$ cat config.mk
export PLATFORM = sky130hd
export DESIGN_NAME = tilt_angle_deflection_filter_top
export DESIGN_NICKNAME = d
export VERILOG_FILES = /design/src/design/tadf_pkg.sv /design/src/design/tadf_datapath.sv /design/src/design/tadf_ctrl.sv /design/src/design/tilt_angle_deflection_filter_top.sv
export SDC_FILE = /design/constraint.sdc
export NUM_CORES = 2
export LEC_CHECK = 0
export BUFFER_PORTS_ARGS = -buffer_cell sky130_fd_sc_hd__buf_2
export CAP_MARGIN = 5
export CELL_PAD_IN_SITES_DETAIL_PLACEMENT = 0
export CELL_PAD_IN_SITES_GLOBAL_PLACEMENT = 1
export CORE_ASPECT_RATIO = 1.5
export CORE_MARGIN = 3
export CORE_UTILIZATION = 25
export DETAILED_ROUTE_END_ITERATION = 10
export PLACE_DENSITY = 0.44
export REMOVE_ABC_BUFFERS = 1
export SLEW_MARGIN = 30
export SYNTH_ARGS = -nofsm -noshare
export SYNTH_HDL_FRONTEND = slang
export SYNTH_SLANG_ARGS = --single-unit
export TNS_END_PERCENT = 30
$ cat constraint.sdc
create_clock -name clk_i -period 40.1 [get_ports clk_i]
set_input_delay 2.005 -clock clk_i [delete_from_list [all_inputs] [get_ports clk_i]]
set_output_delay 2.005 -clock clk_i [all_outputs]
set_load 0.005 [all_outputs]
$ cat src/design/tadf_pkg.sv
package tadf_pkg;
  localparam int CordicSteps = 16;
  localparam int StepW = $clog2(CordicSteps + 1);
  localparam logic [31:0] InvGainQ30 = 32'd652032874;
  localparam logic [14:0] ChipOffset = 15'd230;
  localparam logic [13:0] LeverReset = 14'd500;
  localparam logic [15:0] AlphaReset = 16'd9830;
  localparam logic [1:0] RegLever = 2'd0;
  localparam logic [1:0] RegAlpha = 2'd1;

  typedef enum logic [2:0] {
    OP_NONE, OP_TILT_INIT, OP_TILT_STEP, OP_FILTER, OP_SINE_INIT,
    OP_SINE_STEP, OP_OUTPUT
  } op_e;

  typedef struct packed {
    op_e              op;
    logic [StepW-1:0] step;
  } cmd_t;

  typedef struct packed {
    logic calibrate;
  } status_t;

  function automatic logic [31:0] atan_turn(input logic [4:0] i);
    logic [31:0] r;
    case (i)
      5'd0: r = 32'h20000000;  5'd1: r = 32'h12E4051E;
      5'd2: r = 32'h09FB385B;  5'd3: r = 32'h051111D4;
      5'd4: r = 32'h028B0D43;  5'd5: r = 32'h0145D7E1;
      5'd6: r = 32'h00A2F61E;  5'd7: r = 32'h00517C55;
      5'd8: r = 32'h0028BE53;  5'd9: r = 32'h00145F2F;
      5'd10: r = 32'h000A2F98; 5'd11: r = 32'h000517CC;
      5'd12: r = 32'h00028BE6; 5'd13: r = 32'h000145F3;
      5'd14: r = 32'h0000A2F9; 5'd15: r = 32'h0000517C;
      5'd16: r = 32'h000028BE; 5'd17: r = 32'h0000145F;
      5'd18: r = 32'h00000A2F; 5'd19: r = 32'h00000517;
      5'd20: r = 32'h0000028B; 5'd21: r = 32'h00000145;
      5'd22: r = 32'h000000A2; 5'd23: r = 32'h00000051;
      default: r = 32'h0;
    endcase
    return r;
  endfunction
endpackage

$ cat src/design/tadf_datapath.sv
module tadf_datapath (
  input  logic                clk_i,
  input  logic                load_i,
  input  logic                action_i,
  input  logic signed [15:0]  accel_x_i,
  input  logic signed [15:0]  accel_z_i,
  input  tadf_pkg::cmd_t      cmd_i,
  input  logic [13:0]         lever_i,
  input  logic [15:0]         alpha_i,
  input  logic                rst_ni,
  output tadf_pkg::status_t   status_o,
  output logic signed [15:0]  angle_o,
  output logic signed [14:0]  defl_o
);
  logic signed [19:0] x_q, x_d, y_q, y_d;
  logic [31:0] acc_q, acc_d;
  logic signed [33:0] sx_q, sx_d, sy_q, sy_d, sa_q, sa_d;
  logic signed [31:0] f_q, f_d;
  logic [15:0] zero_q, zero_d;
  logic act_q;
  logic signed [16:0] ax_q, az_q;
  logic [4:0] idx;
  logic [31:0] at;
  logic [15:0] tilt, tilt_v, diff;
  logic vec_zero;
  logic signed [49:0] fsum;
  logic signed [32:0] fneg, fmag;
  logic [48:0] aprod;
  logic signed [33:0] sq;
  logic signed [15:0] sine;
  logic [15:0] smag;
  logic [14:0] lev;
  logic [30:0] dprod;
  logic [15:0] dmag;
  logic signed [15:0] ang_d;
  logic signed [14:0] defl_d;
  logic signed [15:0] ang_q;
  logic signed [14:0] defl_q;

  assign idx = 5'(cmd_i.step);
  assign at = tadf_pkg::atan_turn(idx);
  assign tilt = 16'((acc_q + 32'h8000) >> 16);
  assign vec_zero = (ax_q == 17'sd0) && (az_q == 17'sd0);
  assign tilt_v = vec_zero ? 16'h0 : tilt;
  assign diff = tilt_v - zero_q;
  assign fsum = 50'(signed'({1'b0, alpha_i})) * 50'(signed'(diff)) * 50'sd65536
              + 50'(signed'({1'b0, 17'h10000 - {1'b0, alpha_i}})) * 50'(f_q);
  assign fneg = -33'(f_q);
  assign fmag = f_q < 0 ? fneg : 33'(f_q);
  assign aprod = 49'(fmag) * 49'd36000;
  assign sq = (sy_q + 34'sd16384) >>> 15;
  assign sine = sq > 34'sd32767 ? 16'sd32767 : (sq < -34'sd32768 ? -16'sd32768 : 16'(sq));
  assign smag = sine < 0 ? 16'(-17'(sine)) : 16'(sine);
  assign lev = 15'(lever_i) + tadf_pkg::ChipOffset;
  assign dprod = 31'(smag) * 31'(lev);
  assign dmag = 16'(dprod >> 15);
  assign status_o.calibrate = act_q;
  assign angle_o = ang_q;
  assign defl_o = defl_q;

  always_comb begin
    x_d = x_q; y_d = y_q; acc_d = acc_q; sx_d = sx_q; sy_d = sy_q; sa_d = sa_q;
    f_d = f_q; zero_d = zero_q; ang_d = ang_q; defl_d = defl_q;
    case (cmd_i.op)
      tadf_pkg::OP_TILT_INIT: begin
        acc_d = 32'h0;
        if (az_q > 0) begin
          x_d = 20'(az_q); y_d = 20'(ax_q); acc_d = 32'h80000000;
        end else begin
          x_d = 20'(-az_q); y_d = 20'(-ax_q);
        end
      end
      tadf_pkg::OP_TILT_STEP: begin
        if (y_q >= 0) begin
          x_d = x_q + (y_q >>> idx); y_d = y_q - (x_q >>> idx); acc_d = acc_q + at;
        end else begin
          x_d = x_q - (y_q >>> idx); y_d = y_q + (x_q >>> idx); acc_d = acc_q - at;
        end
      end
      tadf_pkg::OP_FILTER: begin
        if (act_q) begin
          zero_d = tilt_v;
          f_d = 32'sd0;
        end else begin
          f_d = 32'(fsum >>> 16);
        end
      end
      tadf_pkg::OP_SINE_INIT: begin
        sx_d = 34'(tadf_pkg::InvGainQ30); sy_d = 34'sd0;
        if (f_q > 32'sh40000000) sa_d = 34'sh80000000 - 34'(f_q);
        else if (f_q < -32'sh40000000) sa_d = -34'sh80000000 - 34'(f_q);
        else sa_d = 34'(f_q);
      end
      tadf_pkg::OP_SINE_STEP: begin
        if (sa_q >= 0) begin
          sx_d = sx_q - (sy_q >>> idx); sy_d = sy_q + (sx_q >>> idx);
          sa_d = sa_q - 34'(at);
        end else begin
          sx_d = sx_q + (sy_q >>> idx); sy_d = sy_q - (sx_q >>> idx);
          sa_d = sa_q + 34'(at);
        end
      end
      tadf_pkg::OP_OUTPUT: begin
        ang_d = f_q < 0 ? 16'(-17'(aprod >> 32)) : 16'(aprod >> 32);
        if (dmag > 16'd16383) defl_d = sine < 0 ? -15'sd16383 : 15'sd16383;
        else defl_d = sine < 0 ? 15'(-16'(dmag)) : 15'(dmag);
      end
      default: ;
    endcase
  end

  always_ff @(posedge clk_i or negedge rst_ni) begin
    if (!rst_ni) begin
      f_q <= 32'sd0;
      zero_q <= 16'h0;
      ang_q <= 16'sd0;
      defl_q <= 15'sd0;
    end else begin
      f_q <= f_d;
      zero_q <= zero_d;
      ang_q <= ang_d;
      defl_q <= defl_d;
    end
  end

  always_ff @(posedge clk_i) begin
    if (load_i) begin
      act_q <= action_i;
      ax_q <= 17'(accel_x_i);
      az_q <= 17'(accel_z_i);
    end
    x_q <= x_d; y_q <= y_d; acc_q <= acc_d;
    sx_q <= sx_d; sy_q <= sy_d; sa_q <= sa_d;
  end
endmodule

$ cat src/design/tadf_ctrl.sv
module tadf_ctrl (
  input  logic              clk_i,
  input  logic              rst_ni,
  input  logic              in_valid_i,
  output logic              in_ready_o,
  output logic              load_o,
  input  logic              out_ready_i,
  output logic              out_valid_o,
  input  tadf_pkg::status_t status_i,
  output tadf_pkg::cmd_t    cmd_o
);
  typedef enum logic [2:0] {
    S_IDLE, S_TINIT, S_TSTEP, S_FILT, S_SINIT, S_SSTEP, S_OUT
  } state_e;
  state_e state_q;
  logic [tadf_pkg::StepW-1:0] step_q;
  logic out_valid_q;
  logic out_free;
  localparam logic [tadf_pkg::StepW-1:0] Last = tadf_pkg::StepW'(tadf_pkg::CordicSteps - 1);

  assign in_ready_o = (state_q == S_IDLE);
  assign load_o = in_ready_o && in_valid_i;
  assign out_valid_o = out_valid_q;
  assign out_free = !out_valid_q || out_ready_i;

  always_comb begin
    cmd_o.step = step_q;
    unique case (state_q)
      S_TINIT: cmd_o.op = tadf_pkg::OP_TILT_INIT;
      S_TSTEP: cmd_o.op = tadf_pkg::OP_TILT_STEP;
      S_FILT:  cmd_o.op = tadf_pkg::OP_FILTER;
      S_SINIT: cmd_o.op = tadf_pkg::OP_SINE_INIT;
      S_SSTEP: cmd_o.op = tadf_pkg::OP_SINE_STEP;
      S_OUT:   cmd_o.op = out_free ? tadf_pkg::OP_OUTPUT : tadf_pkg::OP_NONE;
      default: cmd_o.op = tadf_pkg::OP_NONE;
    endcase
  end

  always_ff @(posedge clk_i or negedge rst_ni) begin
    if (!rst_ni) begin
      state_q <= S_IDLE;
      step_q <= '0;
      out_valid_q <= 1'b0;
    end else begin
      if (state_q == S_OUT && out_free) out_valid_q <= 1'b1;
      else if (out_ready_i) out_valid_q <= 1'b0;
      unique case (state_q)
        S_IDLE: if (load_o) state_q <= S_TINIT;
        S_TINIT: begin
          step_q <= '0;
          state_q <= S_TSTEP;
        end
        S_TSTEP: begin
          step_q <= step_q + 1'b1;
          if (step_q == Last) state_q <= S_FILT;
        end
        S_FILT: state_q <= status_i.calibrate ? S_IDLE : S_SINIT;
        S_SINIT: begin
          step_q <= '0;
          state_q <= S_SSTEP;
        end
        S_SSTEP: begin
          step_q <= step_q + 1'b1;
          if (step_q == Last) state_q <= S_OUT;
        end
        S_OUT: if (out_free) state_q <= S_IDLE;
        default: state_q <= S_IDLE;
      endcase
    end
  end
endmodule

$ cat src/design/tilt_angle_deflection_filter_top.sv
// Channel  | dir | tdata (low to high)                 | tuser
// s_axis   | in  | accel_x[15:0], accel_z[31:16]       | action
// m_axis   | out | angle_centideg[15:0], defl[30:16]   | -
// An item runs accept, init, 16 tilt CORDIC steps, filter, sine init, 16 sine
// CORDIC steps and output before the next accept; tvalid is registered from the
// output step. A calibrate item returns to accept after the filter and gives no beat.
// Reset is asynchronous, active low; it restores lever and alpha and clears the control, filter, zero and output state.
// A waiting result stalls only the next output step; new items are taken while it waits, but not during that stall.
module tilt_angle_deflection_filter_top (
  input  logic        clk_i,
  input  logic        rst_ni,
  input  logic        s_axis_tvalid,
  output logic        s_axis_tready,
  input  logic [31:0] s_axis_tdata,  // accel_x, accel_z
  input  logic        s_axis_tuser,  // action
  output logic        m_axis_tvalid,
  input  logic        m_axis_tready,
  output logic [31:0] m_axis_tdata,  // angle_centideg, deflection_tenth_mm, zero pad
  input  logic        psel,
  input  logic        penable,
  input  logic        pwrite,
  input  logic [2:0]  paddr,
  input  logic [31:0] pwdata,
  output logic [31:0] prdata,
  output logic        pready
);
  logic [13:0] lever_q;
  logic [15:0] alpha_q;
  logic load;
  tadf_pkg::cmd_t cmd;
  tadf_pkg::status_t status;
  logic signed [15:0] angle;
  logic signed [14:0] defl;

  assign pready = 1'b1;
  assign prdata = paddr[2] == tadf_pkg::RegAlpha[0] ? {16'h0, alpha_q} : {18'h0, lever_q};
  assign m_axis_tdata = {1'b0, defl, angle};

  always_ff @(posedge clk_i or negedge rst_ni) begin
    if (!rst_ni) begin
      lever_q <= tadf_pkg::LeverReset;
      alpha_q <= tadf_pkg::AlphaReset;
    end else if (psel && penable && pwrite && paddr[1:0] == 2'b00) begin
      if (paddr[2] == tadf_pkg::RegLever[0]) lever_q <= pwdata[13:0];
      else alpha_q <= pwdata[15:0];
    end
  end

  tadf_ctrl u_ctrl (
    .clk_i, .rst_ni,
    .in_valid_i(s_axis_tvalid), .in_ready_o(s_axis_tready), .load_o(load),
    .out_ready_i(m_axis_tready), .out_valid_o(m_axis_tvalid),
    .status_i(status), .cmd_o(cmd)
  );

  tadf_datapath u_dp (
    .clk_i, .load_i(load), .action_i(s_axis_tuser),
    .accel_x_i(s_axis_tdata[15:0]), .accel_z_i(s_axis_tdata[31:16]),
    .cmd_i(cmd), .lever_i(lever_q), .alpha_i(alpha_q), .rst_ni,
    .status_o(status), .angle_o(angle), .defl_o(defl)
  );
endmodule

==> flow_summary.ini <==
[die]
rows = 243
ioPinCount = 142
core_area_um2 = 292000
dieArea_um2 = 301000
die_y_um = 670
die_x_um = 449
start_util = 0.252

[logic_synthesis]
synth_cell_types = 101
syn-cell-area_um2 = 73600
yosysWarnings = 0
synth_area_per_cell_um2 = 8.74
synth_edf_count = 207
seq_area_frac_synth = 0.125
synth-seq-cells = 325
synthCells = 8413
async_reset_ff_frac = 0.363
ys.flop_type = edfxtp_1

[global_routing]
grt_use_total = 0.172
grt_antenna_before_repair = 8
grt_pass1_vias = 62100
grt_max_degree = 107
grt_use_met1 = 0.203
met3_usage = 0.0103
busiest_layer = met2
grtUsageMet2 = 0.336
grt_pass1_wl_um = 397000
grt_overflow = 0

[flow_run]
drv_cap = 0

[hold_path]
min_path_type = reg -> reg

[drt]
drc_errors = 0
wl_per_cell_um = 21.2
routed_wl_um = 260000
drt-initial-drc-count = 2581
viasPerCell = 4.67
vias = 57500
ant_nets = 0
dr.pass1.iters = 5

[clock_network]
post_cts_buffers = 0
cts_root_buffer = clkbuf_16
clk_path_buf_depth = 3
htreeDepth = 2
cts_tree = done
clock_latency_ns = 0.72
clk_pin_slew_worst_paths_ns = 0.06
cts.sinks = 325
cts_buffers = 48
postCtsResizedCells = 0
cts_hold_buf = 0

[critical_path]
slowest_delay_ns = 0.65
path_buf_inv = 7
crit_family = adder cells
crit_required_ns = 40.66
path_class = reg -> reg
critPathLaunchType = flip-flop
cp_slowest_cell = o31ai_1
critPathMaxFanout = 30
cp_common_cell = fa_1
worstSetupEndpointType = flip-flop
cp.arrival_ns = 16.14

[sta]
hold_slack_ns = 0.474
clock_skew_ns = 0.0532
fmax_mhz = 64.2
worst_slew_pin_slew_ns = 1.02
slew_violations = 0
fin_crit_ns = 15.58
grt_setup_unrepaired = false
layout_setup_ws_ns = 24.52
tns_ns = 0
max_slew_margin = 0.312
final_hold_viol_count = 0
final-setup-viol-count = 0
period_share = 0.389

[placed_design]
routabilityCongestion = 0.811
port_buffers = 107
dp_hpwl_um = 208000
pre_cts_ws_ns = 24.32

[final_layout]
area_growth_pct = 9.71
final_cell_mix = 1250 x inv_1, 1140 x nand2_1, 1012 x fa_1
layout_commonest_cell = inv_1
fin_nets = 10100
drive_gt1_frac = 0.0808
n_fill_cell = 31800

[status]
outcome = finished, final reports clean
==> routing by layer <==
layer  vias to the layer above  routed length, um
li1                      27100                  -
met1                     29500             106000
met2                       649             143000
met3                       205               4840
met4                         0               6470
met5                         -                  0
==> cell usage after synthesis (19+ instances only) <==
| master | n | area share |
|---|---|---|
| inv_1 | 1251 | 0.064 |
| nand2_1 | 1141 | 0.058 |
| fa_1 | 1012 | 0.28 |
| ha_1 | 715 | 0.12 |
| nor2_1 | 494 | 0.025 |
| a21oi_1 | 397 | 0.027 |
| and2_1 | 379 | 0.032 |
| clkbuf_1 | 342 | 0.017 |
| o21ai_0 | 342 | 0.023 |
| xnor2_1 | 305 | 0.036 |
| xor2_1 | 208 | 0.025 |
| edfxtp_1 | 207 | 0.084 |
| nand3_1 | 114 | 0.0078 |
| dfrtp_1 | 105 | 0.036 |
| mux4_2 | 102 | 0.031 |
| a21o_1 | 101 | 0.010 |
| mux2_2 | 86 | 0.013 |
| nor3_1 | 85 | 0.0058 |
| nand2b_1 | 84 | 0.0071 |
| mux2i_1 | 78 | 0.011 |
| nor2b_1 | 70 | 0.0060 |
| o31ai_1 | 69 | 0.0070 |
| or3_1 | 62 | 0.0053 |
| o21a_1 | 58 | 0.0059 |
| and3_1 | 47 | 0.0040 |
| or2_2 | 42 | 0.0036 |
| a211oi_1 | 36 | 0.0037 |
| a31oi_1 | 36 | 0.0031 |
| o211ai_1 | 33 | 0.0034 |
| o21bai_1 | 31 | 0.0032 |
| nand4_1 | 30 | 0.0026 |
| buf_4 | 28 | 0.0029 |
| buf_1 | 26 | 0.0013 |
| a22o_1 | 23 | 0.0027 |
| nor4_1 | 19 | 0.0016 |
==> flip-flops by register name, indices dropped and copies added (netlist names), 3 cells and up <==
| signal | count |
|---|---|
| u_ctrl.step_q | 5 |
| u_dp.sy_q | 34 |
| u_dp.sa_q | 34 |
| u_dp.defl_o | 15 |
| lever_q | 14 |
| u_dp.angle_o | 16 |
| u_dp.az_q | 16 |
| u_dp.zero_q | 16 |
| u_dp.ax_q | 16 |
| u_dp.f_q | 32 |
| u_dp.y_q | 20 |
| u_dp.x_q | 20 |
| alpha_q | 16 |
| u_ctrl.state_q | 3 |
| u_dp.acc_q | 32 |
| u_dp.sx_q | 34 |
==> worst reg2reg max path: cells and delay by family, from the launching register on <==
| kind | cells | cell delay [ns] |
|---|---|---|
| flops | 1 | 0.45 |
| xor+xnor | 3 | 0.95 |
| simple gates | 10 | 2.41 |
| compound gates | 22 | 4.28 |
| buf+inv | 7 | 0.86 |
| fa+ha+maj | 14 | 6.51 |
==> stage by stage <==
step,cell area [um^2],util,std cells
detailed placement,78900,0.270,12200
CTS,80700,0.276,12300
global route,80700,0.276,12300
finish,80700,0.276,12300
global placement,78900,0.270,12200
floorplan,71900,-,8020
==> path summary, 6_finish.rpt <==
| check | slack, ns | endpoint | start | cells after the start |
|---|---|---|---|---|
| worst max register to register | 24.52 | u_dp.f_q[31] | u_dp.az_q[3] | 56 |
| worst min-delay path | 0.47 | u_dp.defl_o[3] | u_dp.defl_o[3] | 2 |
| max in group asynchronous | 37.06 | u_dp.angle_o[15] | rst_ni | 3 |
| worst max-delay path | 24.52 | u_dp.f_q[31] | u_dp.az_q[3] | 56 |
| min in group asynchronous | 1.27 | lever_q[1] | rst_ni | 1 |
| worst min register to register | 0.47 | u_dp.defl_o[3] | u_dp.defl_o[3] | 2 |
==> area by class of cell <==
class,instances,area [um^2],share of cell area
Sequential cell,325,9210,0.114
Tap cell,3920,4900,0.0608
Timing Repair Buffer,268,1790,0.0221
Inverter,1254,4710,0.0583
Clock inverter,34,399,0.00495
Antenna cell,1,2.50,0.0000310
Clock buffer,55,1360,0.0168
Multi-Input combinational cell,6441,58300,0.723
==> cells by family after synthesis <==
logic type,synth area share
compound gates,0.106
xor+xnor,0.0613
fa+ha+maj,0.397
buf+inv,0.0879
flops,0.125
mux,0.0555
other cells,0.000102
simple gates,0.167
Power is not shown: default switching activity piles up to over one toggle a cycle in this logic, so the estimate is an artifact.
